`src/rtl/assert_macros.svh`:
```
// Assertion macros shared by the RTL of the longest path search core.
// Each macro uses the clk and rst_n of the module that expands it.
`ifndef ASSERT_MACROS_SVH
`define ASSERT_MACROS_SVH
`ifndef SYNTHESIS
`define DLP_ASSERT_IMP(lbl, ante, cons, msg) \
    lbl: assert property (@(posedge clk) disable iff (!rst_n) (ante) |-> (cons)) \
        else $error(msg);
`define DLP_ASSERT_NXT(lbl, ante, cons, msg) \
    lbl: assert property (@(posedge clk) disable iff (!rst_n) (ante) |=> (cons)) \
        else $error(msg);
`else
`define DLP_ASSERT_IMP(lbl, ante, cons, msg)
`define DLP_ASSERT_NXT(lbl, ante, cons, msg)
`endif
`endif

```
`src/rtl/dlp_pkg.sv`:
```
// Shared sizes, codes, types and helper functions of the longest path search core.
// No dependencies; every other RTL file imports this package.
package dlp_pkg;

    localparam int NODES   = 128;
    localparam int EDGES   = 1024;
    localparam int FIELD_W = 7;
    localparam int MODE_W  = 2;
    localparam int ERR_W   = 2;
    localparam int DIST_W  = 16;

    localparam int NODE_AW      = $clog2(NODES);
    localparam int NODE_CW      = $clog2(NODES + 1);
    localparam int EDGE_AW      = (EDGES > 1) ? $clog2(EDGES) : 1;
    localparam int ECNT_W       = (EDGES > 1) ? $clog2(EDGES + 1) : 1;
    localparam int EDGE_ENTRY_W = 2 * FIELD_W;

    localparam int S_TDATA_W = ((3 * FIELD_W + 7) / 8) * 8;
    localparam int S_TUSER_W = MODE_W;
    localparam int M_TDATA_W = ((2 * FIELD_W + 7) / 8) * 8;
    localparam int M_TUSER_W = ERR_W;

    typedef logic [FIELD_W-1:0]      field_t;
    typedef logic [MODE_W-1:0]       mode_t;
    typedef logic [ERR_W-1:0]        err_t;
    typedef logic [DIST_W-1:0]       dist_t;
    typedef logic [NODE_AW-1:0]      node_addr_t;
    typedef logic [NODE_CW-1:0]      node_cnt_t;
    typedef logic [EDGE_AW-1:0]      edge_addr_t;
    typedef logic [ECNT_W-1:0]       edge_cnt_t;
    typedef logic [EDGE_ENTRY_W-1:0] edge_entry_t;

    localparam mode_t MODE_CLEAR = 2'd0;
    localparam mode_t MODE_ADD   = 2'd1;
    localparam mode_t MODE_RUN   = 2'd2;

    localparam err_t ERR_OK       = 2'd0;
    localparam err_t ERR_OVERFLOW = 2'd1;
    localparam err_t ERR_CYCLE    = 2'd2;

    localparam dist_t DIST_UNREACHED = {DIST_W{1'b1}};

    typedef struct packed {
        logic       clear;
        logic       add;
        field_t     from;
        field_t     to;
        logic       rd_en;
        edge_addr_t rd_addr;
    } edge_cmd_t;

    typedef struct packed {
        edge_cnt_t count;
        logic      overflow;
    } edge_stat_t;

    typedef struct packed {
        logic       clear_all;
        logic       wr_en;
        node_addr_t wr_addr;
        dist_t      wr_data;
        logic       rd_en;
        node_addr_t rd_addr_a;
        node_addr_t rd_addr_b;
    } dist_req_t;

    typedef struct packed {
        field_t path_length;
        field_t end_node;
        err_t   error_code;
    } result_t;

    function automatic logic node_ok(input field_t n);
        return (int'(n) < NODES);
    endfunction

    function automatic node_addr_t to_addr(input field_t n);
        return node_addr_t'(n);
    endfunction

endpackage

```
`src/rtl/dlp_dist_ram.sv`:
```
// Node distance memory, two registered read ports and one write port.
// Per-node valid bits make a never-written entry read as unreached. Depends on dlp_pkg.
module dlp_dist_ram (
    input  logic               clk,
    input  logic               rst_n,
    input  dlp_pkg::dist_req_t req,
    output dlp_pkg::dist_t     rd_data_a,
    output dlp_pkg::dist_t     rd_data_b
);
    import dlp_pkg::*;

    dist_t            mem [NODES];
    logic [NODES-1:0] valid_reg;
    logic [NODES-1:0] valid_next;
    dist_t            data_a_reg;
    dist_t            data_b_reg;
    logic             vld_a_reg;
    logic             vld_b_reg;

    always_comb
    begin
        valid_next = req.clear_all ? '0 : valid_reg;
        if (req.wr_en)
        begin
            valid_next[req.wr_addr] = 1'b1;
        end
    end

    always_ff @(posedge clk or negedge rst_n)
    begin
        if (!rst_n)
        begin
            valid_reg <= '0;
            vld_a_reg <= 1'b0;
            vld_b_reg <= 1'b0;
        end
        else
        begin
            valid_reg <= valid_next;
            if (req.rd_en)
            begin
                vld_a_reg <= valid_reg[req.rd_addr_a];
                vld_b_reg <= valid_reg[req.rd_addr_b];
            end
        end
    end

    always_ff @(posedge clk)
    begin
        if (req.wr_en)
        begin
            mem[req.wr_addr] <= req.wr_data;
        end
        if (req.rd_en)
        begin
            data_a_reg <= mem[req.rd_addr_a];
            data_b_reg <= mem[req.rd_addr_b];
        end
    end

    assign rd_data_a = vld_a_reg ? data_a_reg : DIST_UNREACHED;
    assign rd_data_b = vld_b_reg ? data_b_reg : DIST_UNREACHED;

endmodule

```
`config.mk`:
```
export PLATFORM = sky130hd
export DESIGN_NAME = dlp_dist_ram
export DESIGN_NICKNAME = d
export VERILOG_FILES = /design/src/rtl/assert_macros.svh /design/src/rtl/dlp_pkg.sv /design/src/rtl/dlp_dist_ram.sv
export SDC_FILE = /design/constraint.sdc
export NUM_CORES = 2
export LEC_CHECK = 0
export BUFFER_PORTS_ARGS = -buffer_cell sky130_fd_sc_hd__buf_2
export CORE_MARGIN = 2
export CORE_UTILIZATION = 55
export CTS_CLUSTER_DIAMETER = 80
export DETAILED_ROUTE_END_ITERATION = 16
export GPL_TIMING_DRIVEN = 0
export PLACE_DENSITY = 0.71
export SYNTH_ARGS = -nofsm -noshare
export SYNTH_HDL_FRONTEND = slang
export SYNTH_SLANG_ARGS = --single-unit
```
`constraint.sdc`:
```
create_clock -name clk -period 2.4 [get_ports clk]
set_input_delay 0 -clock clk [delete_from_list [all_inputs] [get_ports clk]]
set_output_delay 0 -clock clk [all_outputs]
set_load 0.05 [all_outputs]
```
==> impl_metrics.env <==
export IMPL_synth_edff_count=2080
export IMPL_overflow=0
export IMPL_place_hpwl_um=244000
export IMPL_synth_cells=4710
export IMPL_drc=0
export IMPL_crit_fanout=10
export IMPL_grt_pass1_vias=59000
export IMPL_finalHoldViolCount=0
export IMPL_worst_hold_path_type="in -> reg"
export IMPL_critPathKind="in -> reg"
export IMPL_synth_compound_area_frac=0.0193
export IMPL_clkLatencyLatePin_ns=0.89
export IMPL_maxSlewViolCount=154
export IMPL_powerDensity_mw_per_mm2=724
export IMPL_clock_fmax_mhz=366
export IMPL_clkTransAtPathRegs_ns=0.07
export IMPL_muxShareOfSynthArea=0.298
export IMPL_viasPerCell=7.56
export IMPL_leakagePower_uw=0.0368
export IMPL_synth_top_area_frac=0.614
export IMPL_synth_top_family_by_area="multiplexers"
export IMPL_routabilityCongestion=1.01
export IMPL_io_buffers=58
export IMPL_grt_total_usage=0.373
export IMPL_ios=74
export IMPL_wl_per_cell_um=43.6
export IMPL_vdd_drop_max_uv=926
export IMPL_grt_pass1_wl_um=472000
export IMPL_rsz0062_at_grt="true"
export IMPL_fin_nets=5242
export IMPL_row_count=157
export IMPL_drive_gt1_frac=0.444
export IMPL_clock_root_buffer="clkbuf_16"
export IMPL_start_kind="primary input"
export IMPL_grt_max_degree=97
export IMPL_synthesis_nets=4752
export IMPL_dieArea_mm2=0.188
export IMPL_synth_xor_area_share=0
export IMPL_firstDrtPassIters=8
export IMPL_fin_crit_sh=1.14
export IMPL_h_tree_depth=4
export IMPL_die_h_um=434
export IMPL_pre_cts_ws_ns=-2.62
export IMPL_syn2layout_area_growth_pct=15.6
export IMPL_post_synth_top_count_cell="edfxtp_1"
export IMPL_synth_seq_cells=2210
export IMPL_cts_tree="built"
export IMPL_finalWorstSetupSlack_ns=-0.330
export IMPL_yosys_area_top_type="edfxtp_1"
export IMPL_synthTopCellsByArea="edfxtp_1 61%, mux4_2 29%, dfrtp_1 3.2%, o22ai_1 1.6%, buf_2 0.98%"
export IMPL_post_place_cells=7378
export IMPL_wl_um=344000
export IMPL_synth_common_cells="2080 x edfxtp_1, 1330 x mux4_2, 259 x o22ai_1"
export IMPL_async_flop_share=0.0588
export IMPL_clock_sinks=2210
export IMPL_max_cap_viol_count=14
export IMPL_synthSimpleGateAreaFrac=0.0146
export IMPL_crit_path_end_kind="flop"
export IMPL_via_count=59600
export IMPL_worst_pin_slew_ns=1.67
export IMPL_cts_buffer_depth=3
export IMPL_cts_made_buffers=221
export IMPL_synth_fa_ha_area_frac=0
export IMPL_crit_required_ns=2.94
export IMPL_antenna_found_initial=30
export IMPL_largest_reg_flops=2048
export IMPL_violations="max-capacitance violations, max-slew violations, negative setup slack"
export IMPL_synth_avg_cell_area_um2=21.6
export IMPL_final_cells=7882
export IMPL_drt_iter0_markers=10500
export IMPL_syn_cell_area_mm2=0.102
export IMPL_drtAntennaViolNets=0
export IMPL_yosys_most_used_dff="edfxtp_1"
export IMPL_ys_seq_area_frac=0.646
export IMPL_design_core_area_mm2=0.183
export IMPL_period_minus_slack_ns=2.73
export IMPL_critPathArrivalTime_ns=3.27
export IMPL_relSlewSlack=-0.110
export IMPL_initial_core_util=0.554
export IMPL_fin_skew_ns=0.0363
export IMPL_chipWidth_um=434
export IMPL_yosysUniqueCellTypes=48
export IMPL_status="complete, but fails checks"
export IMPL_setup_violations=175
export IMPL_yosysWarnings=0
[cell usage in the layout (no fill, tap or decap), types with 80 or more instances in the layout]
cell | netlist | routed
nor2_2 | 0 | 115
clkbuf_1 | 145 | 137
buf_4 | 14 | 80
mux4_2 | 1330 | 1330
edfxtp_1 | 2080 | 2080
buf_2 | 200 | 170
clkbuf_16 | 0 | 224
o22ai_1 | 259 | 180
dfrtp_1 | 130 | 128
buf_8 | 0 | 81
inv_1 | 131 | 131
[final timing paths]
kind | from | to | slack [ns] | cells after the start
setup / recovery | req[1] | data_b_reg[13] | -0.33 | 7
hold / removal | req[4] | vld_b_reg | 0.02 | 5
setup reg to reg | mem[75][13] | data_b_reg[13] | -0.15 | 4
hold reg to reg | valid_reg[88] | valid_reg[88] | 0.55 | 2
max in group asynchronous | rst_n | valid_reg[42] | 1.49 | 4
min in group asynchronous | rst_n | valid_reg[111] | 0.57 | 4
[what timing repair did]
item / in CTS / in global routing
setup endpoints to repair: 85 / 225
buffers inserted: 2 / 7
hold buffers: 52 / 3
resized for setup: 220 / 125
endpoints found under the hold margin: 1736 / 5
pin swaps: 1 / 7
[critical path, cell delays in order]
cell and delay [ns]:
buf_4 0.22, buf_2 0.55, clkdlybuf4s15_1 0.80, mux4_2 0.36, mux4_2 0.23, o22ai_1 0.18
nor4_4 0.88
[cell families (layout without fill, tap and decap cells)]
kind of cell | after synthesis | after routing
AOI/OAI and AO/OA | 308 | 308
buffers and inverters | 523 | 1204
DFF | 2210 | 2210
muxes | 1363 | 1363
other | 0 | 27
and+or+nand+nor | 306 | 306
[report_power, final]
part,switching (µW),internal [µW]
clock network,15200,19200
registers,120,42400
logic,5110,3050
total,20400,64700
[area by class of cell]
type                       instances  area (µm²)
antenna                           27        67.6
buffer                           389        2120
clock buffer                     289        5970
clock inverter                   125        1110
fill                           12200       65900
inverter                         132         495
multi-input combinational       1977       35100
sequential                      2210       65700
tap                             2464        3080
timing repair buffer             269        3930
[through the flow]
stage / hold slack [ns] / instance area [µm²] / util / power (µW) / setup TNS, ns
2_1_floorplan: -0.296 / 102000 / - / 47400 / 0
3_3_place_gp: 0.526 / 105000 / 0.573 / 50600 / -3043.58
3_5_place_dp: 0.0186 / 108000 / 0.591 / 50800 / -1208.12
4_1_cts: 0.00403 / 117000 / 0.638 / 84800 / -0.237
5_1_grt: 0.0352 / 118000 / 0.640 / 86600 / -4.67
6_report: 0.0162 / 118000 / 0.641 / 85100 / -11.65
[routing by layer]
metal,share of wire,global-route usage
met1,0.32,0.474
met2,0.46,0.560
met3,0.13,0.117
met4,0.084,0.242
met5,0.00021,0
(Power assumes the default switching activity.)
