**config.mk**
```make
export PLATFORM = sky130hd
export DESIGN_NAME = dlp_search_ctrl
export DESIGN_NICKNAME = d
export VERILOG_FILES = /design/src/rtl/dlp_pkg.sv /design/src/rtl/dlp_search_ctrl.sv
export VERILOG_INCLUDE_DIRS = /design/src /design/src/rtl
export SDC_FILE = /design/constraint.sdc
export NUM_CORES = 1
export LEC_CHECK = 0
export BUFFER_PORTS_ARGS = -buffer_cell sky130_fd_sc_hd__buf_2
export CAP_MARGIN = 10
export CORE_MARGIN = 2
export CORE_UTILIZATION = 51
export CTS_CLUSTER_DIAMETER = 200
export DETAILED_ROUTE_END_ITERATION = 7
export PLACE_DENSITY = 0.81
export SETUP_SLACK_MARGIN = 0.1
export SLEW_MARGIN = 20
export SYNTH_ARGS = -nofsm -noshare
export SYNTH_HDL_FRONTEND = slang
export SYNTH_SLANG_ARGS = --single-unit
```
**constraint.sdc**
```tcl
create_clock -name clk -period 3.34 [get_ports clk]
set_input_delay 0.167 -clock clk [delete_from_list [all_inputs] [get_ports clk]]
set_output_delay 0.167 -clock clk [all_outputs]
set_load 0.005 [all_outputs]
```
**src/rtl/assert_macros.svh**
```systemverilog
// Assertion macros shared by the RTL of the longest path search core.
// Each macro uses the clk and rst_n of the module that expands it.
`ifndef ASSERT_MACROS_SVH
`define ASSERT_MACROS_SVH
`ifndef SYNTHESIS
`define DLP_ASSERT_IMP(lbl, ante, cons, msg) \
    lbl: assert property (@(posedge clk) disable iff (!rst_n) (ante) |-> (cons)) \
        else $error(msg);
`define DLP_ASSERT_NXT(lbl, ante, cons, msg) \
    lbl: assert property (@(posedge clk) disable iff (!rst_n) (ante) |=> (cons)) \
        else $error(msg);
`else
`define DLP_ASSERT_IMP(lbl, ante, cons, msg)
`define DLP_ASSERT_NXT(lbl, ante, cons, msg)
`endif
`endif

```
**src/rtl/dlp_pkg.sv**
```systemverilog
// Shared sizes, codes, types and helper functions of the longest path search core.
// No dependencies; every other RTL file imports this package.
package dlp_pkg;

    localparam int NODES   = 128;
    localparam int EDGES   = 1024;
    localparam int FIELD_W = 7;
    localparam int MODE_W  = 2;
    localparam int ERR_W   = 2;
    localparam int DIST_W  = 16;

    localparam int NODE_AW      = $clog2(NODES);
    localparam int NODE_CW      = $clog2(NODES + 1);
    localparam int EDGE_AW      = (EDGES > 1) ? $clog2(EDGES) : 1;
    localparam int ECNT_W       = (EDGES > 1) ? $clog2(EDGES + 1) : 1;
    localparam int EDGE_ENTRY_W = 2 * FIELD_W;

    localparam int S_TDATA_W = ((3 * FIELD_W + 7) / 8) * 8;
    localparam int S_TUSER_W = MODE_W;
    localparam int M_TDATA_W = ((2 * FIELD_W + 7) / 8) * 8;
    localparam int M_TUSER_W = ERR_W;

    typedef logic [FIELD_W-1:0]      field_t;
    typedef logic [MODE_W-1:0]       mode_t;
    typedef logic [ERR_W-1:0]        err_t;
    typedef logic [DIST_W-1:0]       dist_t;
    typedef logic [NODE_AW-1:0]      node_addr_t;
    typedef logic [NODE_CW-1:0]      node_cnt_t;
    typedef logic [EDGE_AW-1:0]      edge_addr_t;
    typedef logic [ECNT_W-1:0]       edge_cnt_t;
    typedef logic [EDGE_ENTRY_W-1:0] edge_entry_t;

    localparam mode_t MODE_CLEAR = 2'd0;
    localparam mode_t MODE_ADD   = 2'd1;
    localparam mode_t MODE_RUN   = 2'd2;

    localparam err_t ERR_OK       = 2'd0;
    localparam err_t ERR_OVERFLOW = 2'd1;
    localparam err_t ERR_CYCLE    = 2'd2;

    localparam dist_t DIST_UNREACHED = {DIST_W{1'b1}};

    typedef struct packed {
        logic       clear;
        logic       add;
        field_t     from;
        field_t     to;
        logic       rd_en;
        edge_addr_t rd_addr;
    } edge_cmd_t;

    typedef struct packed {
        edge_cnt_t count;
        logic      overflow;
    } edge_stat_t;

    typedef struct packed {
        logic       clear_all;
        logic       wr_en;
        node_addr_t wr_addr;
        dist_t      wr_data;
        logic       rd_en;
        node_addr_t rd_addr_a;
        node_addr_t rd_addr_b;
    } dist_req_t;

    typedef struct packed {
        field_t path_length;
        field_t end_node;
        err_t   error_code;
    } result_t;

    function automatic logic node_ok(input field_t n);
        return (int'(n) < NODES);
    endfunction

    function automatic node_addr_t to_addr(input field_t n);
        return node_addr_t'(n);
    endfunction

endpackage

```
**src/rtl/dlp_search_ctrl.sv**
```systemverilog
// Sequencer: decodes input beats, runs the relaxation passes over the edge list
// and scans the distances for the result. Depends on dlp_pkg and assert_macros.svh.
`include "assert_macros.svh"

module dlp_search_ctrl (
    input  logic                 clk,
    input  logic                 rst_n,
    input  logic                 in_accept,
    input  dlp_pkg::mode_t       in_mode,
    input  dlp_pkg::field_t      in_from,
    input  dlp_pkg::field_t      in_to,
    input  dlp_pkg::field_t      in_src,
    output logic                 idle,
    output dlp_pkg::edge_cmd_t   edge_cmd,
    input  dlp_pkg::edge_stat_t  edge_stat,
    input  dlp_pkg::edge_entry_t edge_rd,
    output dlp_pkg::dist_req_t   dist_req,
    input  dlp_pkg::dist_t       dist_a,
    input  dlp_pkg::dist_t       dist_b,
    output logic                 res_valid,
    input  logic                 res_ready,
    output dlp_pkg::result_t     res
);
    import dlp_pkg::*;

    localparam logic [2:0] ST_IDLE     = 3'd0;
    localparam logic [2:0] ST_EREAD    = 3'd1;
    localparam logic [2:0] ST_DREAD    = 3'd2;
    localparam logic [2:0] ST_UPD      = 3'd3;
    localparam logic [2:0] ST_SCAN_RD  = 3'd4;
    localparam logic [2:0] ST_SCAN_CHK = 3'd5;
    localparam logic [2:0] ST_DONE     = 3'd6;

    logic [2:0] state_reg;
    logic [2:0] state_next;
    edge_cnt_t  edge_idx_reg;
    edge_cnt_t  edge_idx_next;
    node_cnt_t  pass_cnt_reg;
    node_cnt_t  pass_cnt_next;
    logic       grew_reg;
    logic       grew_next;
    logic       cycle_reg;
    logic       cycle_next;
    node_addr_t head_reg;
    node_addr_t head_next;
    node_cnt_t  scan_idx_reg;
    node_cnt_t  scan_idx_next;
    dist_t      best_len_reg;
    dist_t      best_len_next;
    field_t     best_node_reg;
    field_t     best_node_next;

    field_t     tail_f;
    field_t     head_f;
    dist_t      cand;

    assign tail_f = edge_rd[EDGE_ENTRY_W-1:FIELD_W];
    assign head_f = edge_rd[FIELD_W-1:0];
    assign cand   = dist_a + dist_t'(1);

    always_comb
    begin
        state_next     = state_reg;
        edge_idx_next  = edge_idx_reg;
        pass_cnt_next  = pass_cnt_reg;
        grew_next      = grew_reg;
        cycle_next     = cycle_reg;
        head_next      = head_reg;
        scan_idx_next  = scan_idx_reg;
        best_len_next  = best_len_reg;
        best_node_next = best_node_reg;
        edge_cmd       = '0;
        dist_req       = '0;
        res_valid      = 1'b0;

        unique case (state_reg)
            ST_IDLE:
            begin
                if (in_accept)
                begin
                    unique case (in_mode)
                        MODE_CLEAR:
                        begin
                            edge_cmd.clear = 1'b1;
                        end
                        MODE_ADD:
                        begin
                            edge_cmd.add  = 1'b1;
                            edge_cmd.from = in_from;
                            edge_cmd.to   = in_to;
                        end
                        MODE_RUN:
                        begin
                            dist_req.clear_all = 1'b1;
                            edge_idx_next      = '0;
                            pass_cnt_next      = '0;
                            grew_next          = 1'b0;
                            cycle_next         = 1'b0;
                            scan_idx_next      = '0;
                            best_len_next      = '0;
                            best_node_next     = '0;
                            if (node_ok(in_src))
                            begin
                                dist_req.wr_en   = 1'b1;
                                dist_req.wr_addr = to_addr(in_src);
                                dist_req.wr_data = '0;
                                state_next       = ST_EREAD;
                            end
                            else
                            begin
                                state_next = ST_SCAN_RD;
                            end
                        end
                        default:
                        begin
                        end
                    endcase
                end
            end
            ST_EREAD:
            begin
                if (edge_idx_reg == edge_stat.count)
                begin
                    // End of a pass: stop when nothing grew; a pass that still
                    // grows after NODES-1 growing passes means a reachable cycle.
                    pass_cnt_next = pass_cnt_reg + node_cnt_t'(1);
                    if (!grew_reg)
                    begin
                        state_next = ST_SCAN_RD;
                    end
                    else if (pass_cnt_next == node_cnt_t'(NODES))
                    begin
                        cycle_next = 1'b1;
                        state_next = ST_DONE;
                    end
                    else
                    begin
                        edge_idx_next = '0;
                        grew_next     = 1'b0;
                    end
                end
                else
                begin
                    edge_cmd.rd_en   = 1'b1;
                    edge_cmd.rd_addr = edge_idx_reg[EDGE_AW-1:0];
                    state_next       = ST_DREAD;
                end
            end
            ST_DREAD:
            begin
                if (node_ok(tail_f) && node_ok(head_f))
                begin
                    dist_req.rd_en     = 1'b1;
                    dist_req.rd_addr_a = to_addr(tail_f);
                    dist_req.rd_addr_b = to_addr(head_f);
                    head_next          = to_addr(head_f);
                    state_next         = ST_UPD;
                end
                else
                begin
                    edge_idx_next = edge_idx_reg + edge_cnt_t'(1);
                    state_next    = ST_EREAD;
                end
            end
            ST_UPD:
            begin
                if (dist_a != DIST_UNREACHED)
                begin
                    if ((dist_b == DIST_UNREACHED) || (cand > dist_b))
                    begin
                        dist_req.wr_en   = 1'b1;
                        dist_req.wr_addr = head_reg;
                        dist_req.wr_data = cand;
                        grew_next        = 1'b1;
                    end
                end
                edge_idx_next = edge_idx_reg + edge_cnt_t'(1);
                state_next    = ST_EREAD;
            end
            ST_SCAN_RD:
            begin
                if (scan_idx_reg == node_cnt_t'(NODES))
                begin
                    state_next = ST_DONE;
                end
                else
                begin
                    dist_req.rd_en     = 1'b1;
                    dist_req.rd_addr_a = scan_idx_reg[NODE_AW-1:0];
                    dist_req.rd_addr_b = scan_idx_reg[NODE_AW-1:0];
                    state_next         = ST_SCAN_CHK;
                end
            end
            ST_SCAN_CHK:
            begin
                // Strict compare keeps the smallest node at the greatest distance.
                if ((dist_a != DIST_UNREACHED) && (dist_a >= dist_t'(1))
                    && (dist_a > best_len_reg))
                begin
                    best_len_next  = dist_a;
                    best_node_next = field_t'(scan_idx_reg);
                end
                scan_idx_next = scan_idx_reg + node_cnt_t'(1);
                state_next    = ST_SCAN_RD;
            end
            ST_DONE:
            begin
                res_valid = 1'b1;
                if (res_ready)
                begin
                    state_next = ST_IDLE;
                end
            end
            default:
            begin
                state_next = ST_IDLE;
            end
        endcase
    end

    always_ff @(posedge clk or negedge rst_n)
    begin
        if (!rst_n)
        begin
            state_reg    <= ST_IDLE;
            edge_idx_reg <= '0;
            pass_cnt_reg <= '0;
            grew_reg     <= 1'b0;
            cycle_reg    <= 1'b0;
            scan_idx_reg <= '0;
        end
        else
        begin
            state_reg    <= state_next;
            edge_idx_reg <= edge_idx_next;
            pass_cnt_reg <= pass_cnt_next;
            grew_reg     <= grew_next;
            cycle_reg    <= cycle_next;
            scan_idx_reg <= scan_idx_next;
        end
    end

    always_ff @(posedge clk)
    begin
        head_reg      <= head_next;
        best_len_reg  <= best_len_next;
        best_node_reg <= best_node_next;
    end

    always_comb
    begin
        if (cycle_reg)
        begin
            res.path_length = '0;
            res.end_node    = '0;
            res.error_code  = ERR_CYCLE;
        end
        else
        begin
            res.path_length = best_len_reg[FIELD_W-1:0];
            res.end_node    = best_node_reg;
            res.error_code  = edge_stat.overflow ? ERR_OVERFLOW : ERR_OK;
        end
    end

    assign idle = (state_reg == ST_IDLE);

    `DLP_ASSERT_IMP(a_accept_idle, in_accept, state_reg == ST_IDLE, "beat taken while busy")
    `DLP_ASSERT_IMP(a_dist_wr_state, dist_req.wr_en, (state_reg == ST_UPD) || (state_reg == ST_IDLE), "stray distance write")
    `DLP_ASSERT_IMP(a_pass_bound, state_reg != ST_IDLE, pass_cnt_reg <= node_cnt_t'(NODES), "pass count ran past the node count")

endmodule

```
==> reports/summary.txt, run 1 <==
status: complete, no violations
GPL Wtd Cong: 0.965
Slew Limit Fails: 0
synthesized instance count: 582
f_max: 319 MHz
sequential fraction of the synthesis area: 34.6%
Worst Hold End: head_reg[0]
hpwl dp: 10700 um
clock buffer depth: 2
total vias in the final route: 4934
gr usage total: 27.2%
Setup CP Type: in -> out
TritonCTS clock tree: yes
switch share: 39.1%
number of synthesized register bits: 62
fin crit share: 94.0%
Initial Util: 53.0%
grt ovf: 0
WP data arrival: 2.97 ns
Slew headroom: 43.5%
H-Tree Depth: 3
Layout area overhead: 28.9%
final net count: 885
Die W: 102 um
drt total wl: 14400 um
worst-margin pin slew: 0.844 ns
Worst Min Path Start: edge_rd[0]
Routed WL per cell: 16.1 um
Synth Area per Inst: 8.46 um^2
Final Power: 2960 uW
CTS Buf Count: 9
worst hold stages: 1
clk_skew: 0.0122 ns
CP required: 3.17 ns
post-route ant nets: 0
number of global-route vias before repair: 4757
endpoints failing setup: 0
reg-to-reg endpoint: best_node_reg[6]
port bufs: 169
NetSw: 1160 uW
fin area: 6350 um^2
cell count of the worst reg-to-reg path: 7
Final Hold Viols: 0
die area: 10500 um^2
filler cell count: 745
worst vdd ir: 334 uV
Critical Path End Type: output port
count of flip-flops with a built-in enable after synthesis: 30
part of the power in registers: 36.9%
first-pass GRT wire length: 22300 um
initial antenna violation count: 0
Max-cap violations: 0
critical path fanouts, max: 6
unrepaired setup endpoints after global routing: true
via/cell ratio: 5.52
total power density per cell area: 467 nW/um^2
drt drc: 0
Diodes inserted: 0
layout cell share with drive strength beyond 1: 32.0%
Startpoint Class: input port
Internal Pwr Total: 1800 uW
CTS Root Cell: clkbuf_8
Final min period: 3.14 ns
Synth warnings: 0
core area: 9280 um^2
I/O pin total: 170
Num Clock Sinks: 62
latest clock arrival within the worst-skew pair: 0.35 ns
Async S/R FF share, synth: 51.6%
commonest cells after routing, fill and taps aside: buf_2 (165), inv_1 (59), nand2_1 (50), nor2_1 (48), ha_1 (39)
dpl cell area: 5890 um^2
number of placement rows: 35
largest net degree at the start of global routing: 38
Synth Cell Area: 4920 um^2
Clock Power Share: 23.3%
Comb pwr share: 39.8%
Worst Hold Class: in -> reg
Clock transition at path regs: 0.07 ns
Die Y: 102 um
Crit Reg-Reg Startpoint: best_len_reg[15]
First-pass DRT Iterations: 4
number of distinct library cells after synthesis: 56
leading register cell type out of synthesis: dfrtp_1
r2r setup slk: 0.84 ns
Synth Net Count: 707
most common cell after layout, fill and taps aside: buf_2
P_leak: 0.00328 uW
initial DRC count: 283
max reg flops: 16
[through the flow]
| step | utilization (%) | setup WS [ns] | setup TNS [ns] | instances | hold WS, ns |
|---|---|---|---|---|---|
| floorplan | - | 0.377 | 0 | 582 | -0.129 |
| global placement | 63.5 | 0.186 | 0 | 866 | 0.270 |
| finish | 68.4 | 0.202 | 0 | 894 | 0.0130 |
| CTS | 66.0 | 0.107 | 0 | 883 | 0.00338 |
| detailed placement | 63.5 | -0.0812 | -0.335 | 866 | 0.270 |
| global route | 68.4 | 0.0311 | 0 | 894 | 0.00880 |
[worst max-delay path, cell delays in order]
cell,delay [ns]
buf_2,0.16
ha_2,0.23
nand2_1,0.12
nor2_4,0.20
nand3_1,0.13
xnor2_1,0.21
ha_1,0.27
nand4_1,0.13
buf_4,0.12
nor2_2,0.04
a211o_1,0.26
or3_4,0.37
nand4_1,0.10
buf_6,0.14
buf_6,0.13
o21ai_2,0.07
buf_2,0.12
[synth_stat cells (3+ instances only)]
master | instances | area (um^2)
a21o_1 | 5 | 37.5
a21oi_1 | 31 | 155
a31o_2 | 3 | 26.3
and2_1 | 27 | 169
and3_1 | 30 | 188
buf_2 | 7 | 35.0
clkbuf_1 | 12 | 45.0
dfrtp_1 | 32 | 801
edfxtp_1 | 30 | 901
ha_1 | 40 | 500
inv_1 | 59 | 221
mux2i_1 | 3 | 30.0
nand2_1 | 50 | 188
nand2b_1 | 3 | 18.8
nand3_1 | 23 | 115
nand4_1 | 20 | 125
nor2_1 | 51 | 191
nor2b_1 | 29 | 181
nor3_1 | 3 | 15.0
nor4_1 | 5 | 31.3
o211ai_1 | 3 | 22.5
o21ai_0 | 24 | 120
o21ai_2 | 7 | 61.3
o31ai_1 | 5 | 37.5
or2_2 | 5 | 31.3
xnor2_1 | 11 | 96.3
xor2_1 | 23 | 201
[per-layer routing]
layer	vias to the layer above	part of all wire, %	global-route usage, %
li1	2367	-	-
met1	2317	40	34.0
met2	217	51	47.2
met3	33	6.9	3.69
met4	0	2.5	11.5
met5	-	0	0
[kinds of logic after synthesis]
kind of cell / Yosys count / share of synthesized area, %
and+or+nand+nor: 264 / 29.1
AOI/OAI and AO/OA: 97 / 12.9
buffers and inverters: 82 / 6.63
DFF: 62 / 34.6
adders and majority gates: 40 / 10.2
xor gates and xnor gates: 34 / 6.05
muxes: 3 / 0.610
[power by group through the flow]
stage	sequential (uW)	clock [uW]	combinational [uW]
after floorplan	1040	0	739
after CTS	1090	691	1110
final	1090	690	1180
after global placement	1090	0	1040
after detailed placement	1100	0	1100
after global routing	1110	722	1310
[layout make-up]
type	count	area (um^2)	share of cell area, %
Inverter	59	221	3.49
Clock inverter	4	45.0	0.709
Tap cell	129	161	2.54
Multi-Input combinational cell	438	3000	47.3
Clock buffer	12	155	2.44
Sequential cell	62	1700	26.8
Timing Repair Buffer	190	1060	16.7
[what timing repair did]
action	4_1_cts	5_1_grt
hold buffers	1	0
gates cloned	0	2
setup endpoints to repair	24	24
resized for setup	6	42
pin swaps	2	14
setup buffers	0	9
endpoints found under the hold margin	32	0
[how the worst max path moves through the flow]
stage               from  slack, ns  depth (start not counted)      endpoint
2_1_floorplan  dist_a[3]       0.38                         13  dist_req[34]
3_3_place_gp   dist_a[5]       0.19                         14  dist_req[31]
3_5_place_dp   dist_a[5]      -0.08                         14  dist_req[31]
4_1_cts        dist_a[5]       0.11                         15  dist_req[31]
5_1_grt        dist_a[6]       0.03                         17  dist_req[31]
6_report       dist_a[0]       0.20                         17  dist_req[31]
No activity file was read; power rests on OpenSTA's default activity.
==> run 2: changes to the inputs <==
MAX_ROUTING_LAYER = met4   (was not set)
==> run 2 against run 1 <==
Effect of this change:
- hold slack worse by 0.0021 ns
- die area unchanged
- largest power group unchanged
- clock power up 13%
- first-iteration DRC count down 4.2%
- setup slack worse by 0.14 ns
- clock skew about the same
- critical path depth down 4
- sequential power about the same
- routed wire length down 2.6%
- total power up 1.3%
- register-to-register slack about the same
- critical endpoint is now dist_req[23]
- highest routed layer unchanged
==> reports/summary.txt, run 2 (synthesis gave the netlist of run 1 again) <==
largest net degree at the start of global routing: 47 (was 38)
drt drc: 0 (unchanged)
Worst Setup EP: dist_req[23] (was dist_req[31])
status: complete, no violations (unchanged)
unrepaired setup endpoints after global routing: true (unchanged)
die area: 10500 um^2 (unchanged)
Comb pwr share: 38.1% (was 39.8%)
Crit Reg-Reg Startpoint: best_len_reg[15] (unchanged)
GPL Wtd Cong: 0.974 (was 0.965)
clock buffer depth: 2 (unchanged)
CP startpoint: dist_a[8] (was dist_a[0])
f_max: 305 MHz (was 319 MHz)
Num Clock Sinks: 62 (unchanged)
Final Hold Viols: 0 (unchanged)
worst vdd ir: 333 uV (was 334 uV)
Setup CP Type: in -> out (unchanged)
Critical Path End Type: output port (unchanged)
CP max-delay cell: or4b_4 (was or3_4)
gr usage total: 26.4% (was 27.2%)
TritonCTS clock tree: yes (unchanged)
Slew Limit Fails: 0 (unchanged)
CP required: 3.17 ns (about the same)
Die W: 102 um (unchanged)
cells traversed along the worst timing path: buf_2, and4_1, and3_4, nand3_1, xnor2_1, ha_1, nand4_1, nor2_2, or4b_4, nand4_1, buf_4, nor2b_1, buf_2 (was buf_2, ha_2, nand2_1, nor2_4, nand3_1, xnor2_1, ha_1, nand4_1, buf_4, nor2_2, a211o_1, or3_4, nand4_1, buf_6, buf_6, o21ai_2, buf_2)
Max-cap violations: 0 (unchanged)
final core occ: 67.8% (was 68.4%)
commonest cells after routing, fill and taps aside: buf_2 (166), inv_1 (59), nand2_1 (49), nor2_1 (48), ha_1 (39) (was buf_2 (165), inv_1 (59), nand2_1 (50), nor2_1 (48), ha_1 (39))
Die Y: 102 um (unchanged)
number of global-route vias before repair: 4560 (was 4757)
fin crit share: 98.2% (was 94.0%)
drt total wl: 14000 um (was 14400 um)
latest clock arrival within the worst-skew pair: 0.35 ns (about the same)
grt ovf: 0 (unchanged)
cell count of the worst reg-to-reg path: 7 (unchanged)
switch share: 37.7% (was 39.1%)
Layout area overhead: 27.7% (was 28.9%)
H-Tree Depth: 3 (unchanged)
initial DRC count: 271 (was 283)
number of placement rows: 35 (unchanged)
CTS Buf Count: 9 (unchanged)
P_leak: 0.00324 uW (was 0.00328 uW)
hpwl dp: 10400 um (was 10700 um)
worst-margin pin slew: 0.845 ns (was 0.844 ns)
initial antenna violation count: 0 (unchanged)
total vias in the final route: 4950 (was 4934)
r2r setup slk: 0.84 ns (about the same)
Slew headroom: 43.4% (was 43.5%)
endpoints failing setup: 0 (unchanged)
reg-to-reg endpoint: best_node_reg[0] (was best_node_reg[6])
most common cell after layout, fill and taps aside: buf_2 (unchanged)
Clock Power Share: 26.1% (was 23.3%)
I/O pin total: 170 (unchanged)
Worst Hold Class: in -> reg (unchanged)
via/cell ratio: 5.57 (was 5.52)
Startpoint Class: input port (unchanged)
total power density per cell area: 477 nW/um^2 (was 467 nW/um^2)
Diodes inserted: 0 (unchanged)
WHS: 0.0110 ns (was 0.0130 ns)
Critical Path Max Stage Delay: 0.51 ns (was 0.37 ns)
final net count: 880 (was 885)
layout cell share with drive strength beyond 1: 30.9% (was 32.0%)
max reg flops: 16 (unchanged)
Final min period: 3.28 ns (was 3.14 ns)
post-route ant nets: 0 (unchanged)
Clock transition at path regs: 0.07 ns (about the same)
WP data arrival: 3.11 ns (was 2.97 ns)
first-pass GRT wire length: 21100 um (was 22300 um)
port bufs: 169 (unchanged)
Internal Pwr Total: 1870 uW (was 1800 uW)
CTS Root Cell: clkbuf_8 (unchanged)
First-pass DRT Iterations: 5 (was 4)
critical path fanouts, max: 8 (was 6)
NetSw: 1130 uW (was 1160 uW)
core area: 9280 um^2 (unchanged)
Initial Util: 53.0% (unchanged)
Routed WL per cell: 15.8 um (was 16.1 um)
part of the power in registers: 35.8% (was 36.9%)
clk_skew: 0.0119 ns (was 0.0122 ns)
-- run 2: how the worst min path moves through the flow --
stage	startpoint	end	slack [ns]	cells after the start
floorplan	rst_n	cycle_reg	-0.13	0
global placement	rst_n	edge_idx_reg[5]	0.27	1
detailed placement	rst_n	edge_idx_reg[5]	0.27	1
CTS	edge_rd[0]	head_reg[0]	0.006	1
global route	edge_rd[0]	head_reg[0]	0.01	1
finish	edge_rd[0]	head_reg[0]	0.01	1
-- run 2: layout make-up --
type | count | area [um^2]
fillers | 763 | 2990
inverters | 59 | 221
clock inverters | 2 | 33.8
flip-flops and latches | 62 | 1700
well taps | 129 | 161
repair buffers | 185 | 995
multi-input cells | 438 | 2970
clock buffers | 14 | 205
-- run 2: power by group through the flow --
stage | sequential, uW | combinational, uW | clock [uW]
after floorplan | 1040 | 739 | 0
after global placement | 1070 | 1060 | 0
after detailed placement | 1080 | 1100 | 0
after CTS | 1070 | 1110 | 787
after global routing | 1090 | 1280 | 816
final | 1070 | 1140 | 783
-- run 2: repair_timing --
action / 4_1_cts / 5_1_grt
gates cloned: 0 / 2
pin swaps: 0 / 15
setup buffers: 0 / 4
hold buffers: 1 / 0
endpoints found under the setup margin: 24 / 24
gates resized for setup: 4 / 29
hold endpoints to repair: 32 / 0
-- run 2: worst max-delay path: cells and delay by family --
family,cells,cell delay [ns]
buffers and inverters,3,0.53
and+or+nand+nor,8,1.92
xor gates and xnor gates,1,0.16
adders and majority gates,1,0.33
-- run 2: layer usage --
metal / wire length [um] / track usage [%]
met1: 5750 / 33.2
met2: 6890 / 43.1
met3: 1030 / 4.65
met4: 346 / 8.82
met5: 0 / -
-- run 2: stage by stage --
step	setup WS, ns	std cells	setup TNS [ns]	total power [uW]	area, um^2
floorplan	0.377	582	0	1780	4920
global placement	0.184	866	0	2130	5890
detailed placement	-0.00946	866	-0.0100	2180	5890
CTS	0.117	883	0	2970	6160
global route	-0.00821	889	-0.0117	3180	6290
finish	0.0591	889	0	3000	6290
==> run 3: changes to the inputs <==
CELL_PAD_IN_SITES_DETAIL_PLACEMENT = 1   (was not set)
CELL_PAD_IN_SITES_GLOBAL_PLACEMENT = 2   (was not set)
CORE_UTILIZATION = 29   (was 51)
PLACE_DENSITY = not set   (was 0.81)
PLACE_DENSITY_LB_ADDON = 0.1   (was not set)
==> run 3 against run 2 <==
Effect of this change:
- setup slack gained 0.13 ns
- critical path depth grew 1
- critical endpoint is now dist_req[28]
- non-clock buffer count grew 13
- sequential cell count is the same
- sequential share of layout area shrank 1.6 points
- clock power grew 29%
- die area grew 73%
- utilization shrank 27 points
- highest routed layer unchanged
- cell count grew 12%
- largest cell class unchanged
- register-to-register slack lost 0.03 ns
- clock skew shrank 0.0061 ns
==> reports/summary.txt, run 3 (synthesis gave the netlist of run 1 again) <==
final setup margin: 0.189 ns (was 0.0591 ns)
CP required: 3.17 ns (about the same)
clk_skew: 0.00586 ns (was 0.0119 ns)
worst-margin pin slew: 0.811 ns (was 0.845 ns)
Clock transition at path regs: 0.05 ns (was 0.07 ns)
via/cell ratio: 4.89 (was 5.57)
Slew headroom: 45.7% (was 43.4%)
most common cell after layout, fill and taps aside: buf_2 (unchanged)
worst vdd ir: 253 uV (was 333 uV)
port bufs: 169 (unchanged)
status: complete, no violations (unchanged)
die area: 18000 um^2 (was 10500 um^2)
Routed WL per cell: 16.4 um (was 15.8 um)
Buf+Inv Stages, Crit Path: 4 (was 3)
# placed instances: 964 (was 866)
max reg flops: 16 (unchanged)
P_leak: 0.00340 uW (was 0.00324 uW)
Startpoint Class: input port (unchanged)
critical path fanouts, max: 6 (was 8)
Setup CP Type: in -> out (unchanged)
latest clock arrival within the worst-skew pair: 0.34 ns (was 0.35 ns)
crit-path leading delay family: simple AND/OR/NAND/NOR gates (unchanged)
cell mode on critical path: nand4_1
cells traversed along the worst timing path: clkbuf_4, and4_4, and3_1, nand3_2, xnor2_2, ha_1, nand4_1, nor2_2, or4b_4, nand4_1, buf_4, clkbuf_16, nor2b_1, buf_2 (was buf_2, and4_1, and3_4, nand3_1, xnor2_1, ha_1, nand4_1, nor2_2, or4b_4, nand4_1, buf_4, nor2b_1, buf_2)
drt total wl: 16300 um (was 14000 um)
area of the multi-input gates: 3040 um^2 (was 2970 um^2)
Critical Path End Type: output port (unchanged)
endpoints failing setup: 0 (unchanged)
GPL Wtd Cong: 0.808 (was 0.974)
Final Hold Viols: 0 (unchanged)
fin crit share: 94.3% (was 98.2%)
CTS Root Cell: clkbuf_16 (was clkbuf_8)
drt drc: 0 (unchanged)
hpwl dp: 12600 um (was 10400 um)
number of placement rows: 47 (was 35)
unrepaired setup endpoints after global routing: true (unchanged)
first-pass GRT wire length: 26100 um (was 21100 um)
initial DRC count: 176 (was 271)
filler cell count: 2010 (was 763)
Num Clock Sinks: 62 (unchanged)
f_max: 317 MHz (was 305 MHz)
number of global-route vias before repair: 5206 (was 4560)
Die W: 134 um (was 102 um)
total vias in the final route: 4852 (was 4950)
TritonCTS clock tree: yes (unchanged)
initial antenna violation count: 0 (unchanged)
Worst Hold Class: in -> reg (unchanged)
Layout area overhead: 36.0% (was 27.7%)
Initial Util: 29.7% (was 53.0%)
CP max-delay cell: or4b_4 (unchanged)
H-Tree Depth: 3 (unchanged)
First-pass DRT Iterations: 4 (was 5)
final net count: 893 (was 880)
grt ovf: 0 (unchanged)
layout cell share with drive strength beyond 1: 33.9% (was 30.9%)
fin cells: 993 (was 889)
Critical Path Max Stage Delay: 0.47 ns (was 0.51 ns)
Max-cap violations: 0 (unchanged)
post-route ant nets: 0 (unchanged)
I/O pin total: 170 (unchanged)
Final min period: 3.15 ns (was 3.28 ns)
clock buffer depth: 2 (unchanged)
gr usage total: 18.7% (was 26.4%)
WP data arrival: 2.98 ns (was 3.11 ns)
Sequential Area: 1700 um^2 (unchanged)
CTS Buf Count: 9 (unchanged)
commonest cells after routing, fill and taps aside: buf_2 (163), inv_1 (59), nand2_1 (48), nor2_1 (48), ha_1 (39) (was buf_2 (166), inv_1 (59), nand2_1 (49), nor2_1 (48), ha_1 (39))
Slew Limit Fails: 0 (unchanged)
Post-Place Worst Slack: -0.0259 ns (was -0.00946 ns)
Diodes inserted: 0 (unchanged)
core area: 16600 um^2 (was 9280 um^2)
total power density per cell area: 497 nW/um^2 (was 477 nW/um^2)
Die Y: 134 um (was 102 um)
largest net degree at the start of global routing: 33 (was 47)
run 3: changes by cell type in the layout (fill, tap and decap cells not counted), moves of 2 or more:
| cell | before | now |
|---|---|---|
| clkbuf_16 | 2 | 11 |
| buf_4 | 13 | 24 |
| o21ai_0 | 20 | 17 |
| buf_2 | 166 | 163 |
| xnor2_1 | 11 | 7 |
| xnor2_2 | 0 | 4 |
| o21ai_1 | 3 | 0 |
| o21ai_2 | 8 | 14 |
| clkbuf_4 | 0 | 2 |
| clkbuf_8 | 11 | 0 |
run 3: final timing paths:
check	startpoint	slack (ns)	to	depth (start not counted)
min reg2reg	scan_idx_reg[7]	0.55	scan_idx_reg[7]	2
max	dist_a[10]	0.19	dist_req[28]	14
max in group asynchronous	rst_n	2.40	cycle_reg	2
min	edge_rd[5]	0.02	head_reg[5]	1
min in group asynchronous	rst_n	0.45	edge_idx_reg[5]	2
max reg2reg	best_len_reg[15]	0.81	best_len_reg[13]	7
run 3: what timing repair did:
action	in CTS	in global routing
cloned	1	1
pin swaps	6	15
setup buffers	5	5
setup endpoints to repair	24	24
gates resized for setup	6	41
hold buffers	1	0
hold endpoints to repair	32	0
run 3: layout make-up:
cell class | count | area share (%)
Sequential cell | 62 | 25.4
Multi-Input combinational cell | 438 | 45.3
Tap cell | 220 | 4.11
Clock inverter | 6 | 1.27
Inverter | 59 | 3.31
Clock buffer | 10 | 3.42
Timing Repair Buffer | 198 | 17.1
run 3: per-stage QoR:
stage / total power (uW) / setup TNS [ns] / util (%) / hold slack, ns / instance area [um^2]
after floorplan: 1780 / 0 / - / -0.129 / 4920
after global placement: 2230 / 0 / 36.6 / 0.303 / 6070
after detailed placement: 2270 / -0.124 / 36.6 / 0.305 / 6070
after CTS: 3340 / 0 / 39.2 / 0.0118 / 6500
after global routing: 3570 / 0 / 40.4 / 0.0170 / 6700
final: 3330 / 0 / 40.4 / 0.0235 / 6700
run 3: worst reg2reg max path: stages, from the launching register on:
cell	delay (ns)
edfxtp_1	0.32
inv_1	0.04
ha_1	0.29
nand4_1	0.14
or2_2	0.33
a31o_2	0.23
o221ai_1	0.18
a31o_2	0.64
run 3: report_power, final:
part	leakage, uW	switching (uW)	internal [uW]	total [uW]
Combinational	0.00255	726	511	1240
Clock	0.000151	361	652	1010
Sequential	0.000700	147	934	1080
Total	0.00340	1230	2100	3330
run 3: routing by layer:
layer  vias up  GRT usage [%]  wire length (um)
met1      2320           23.9              7570
met2       128           30.7              7770
met3        17           3.78               740
met5         -              -                 0
met4         0           3.92               199
li1       2387              -                 -
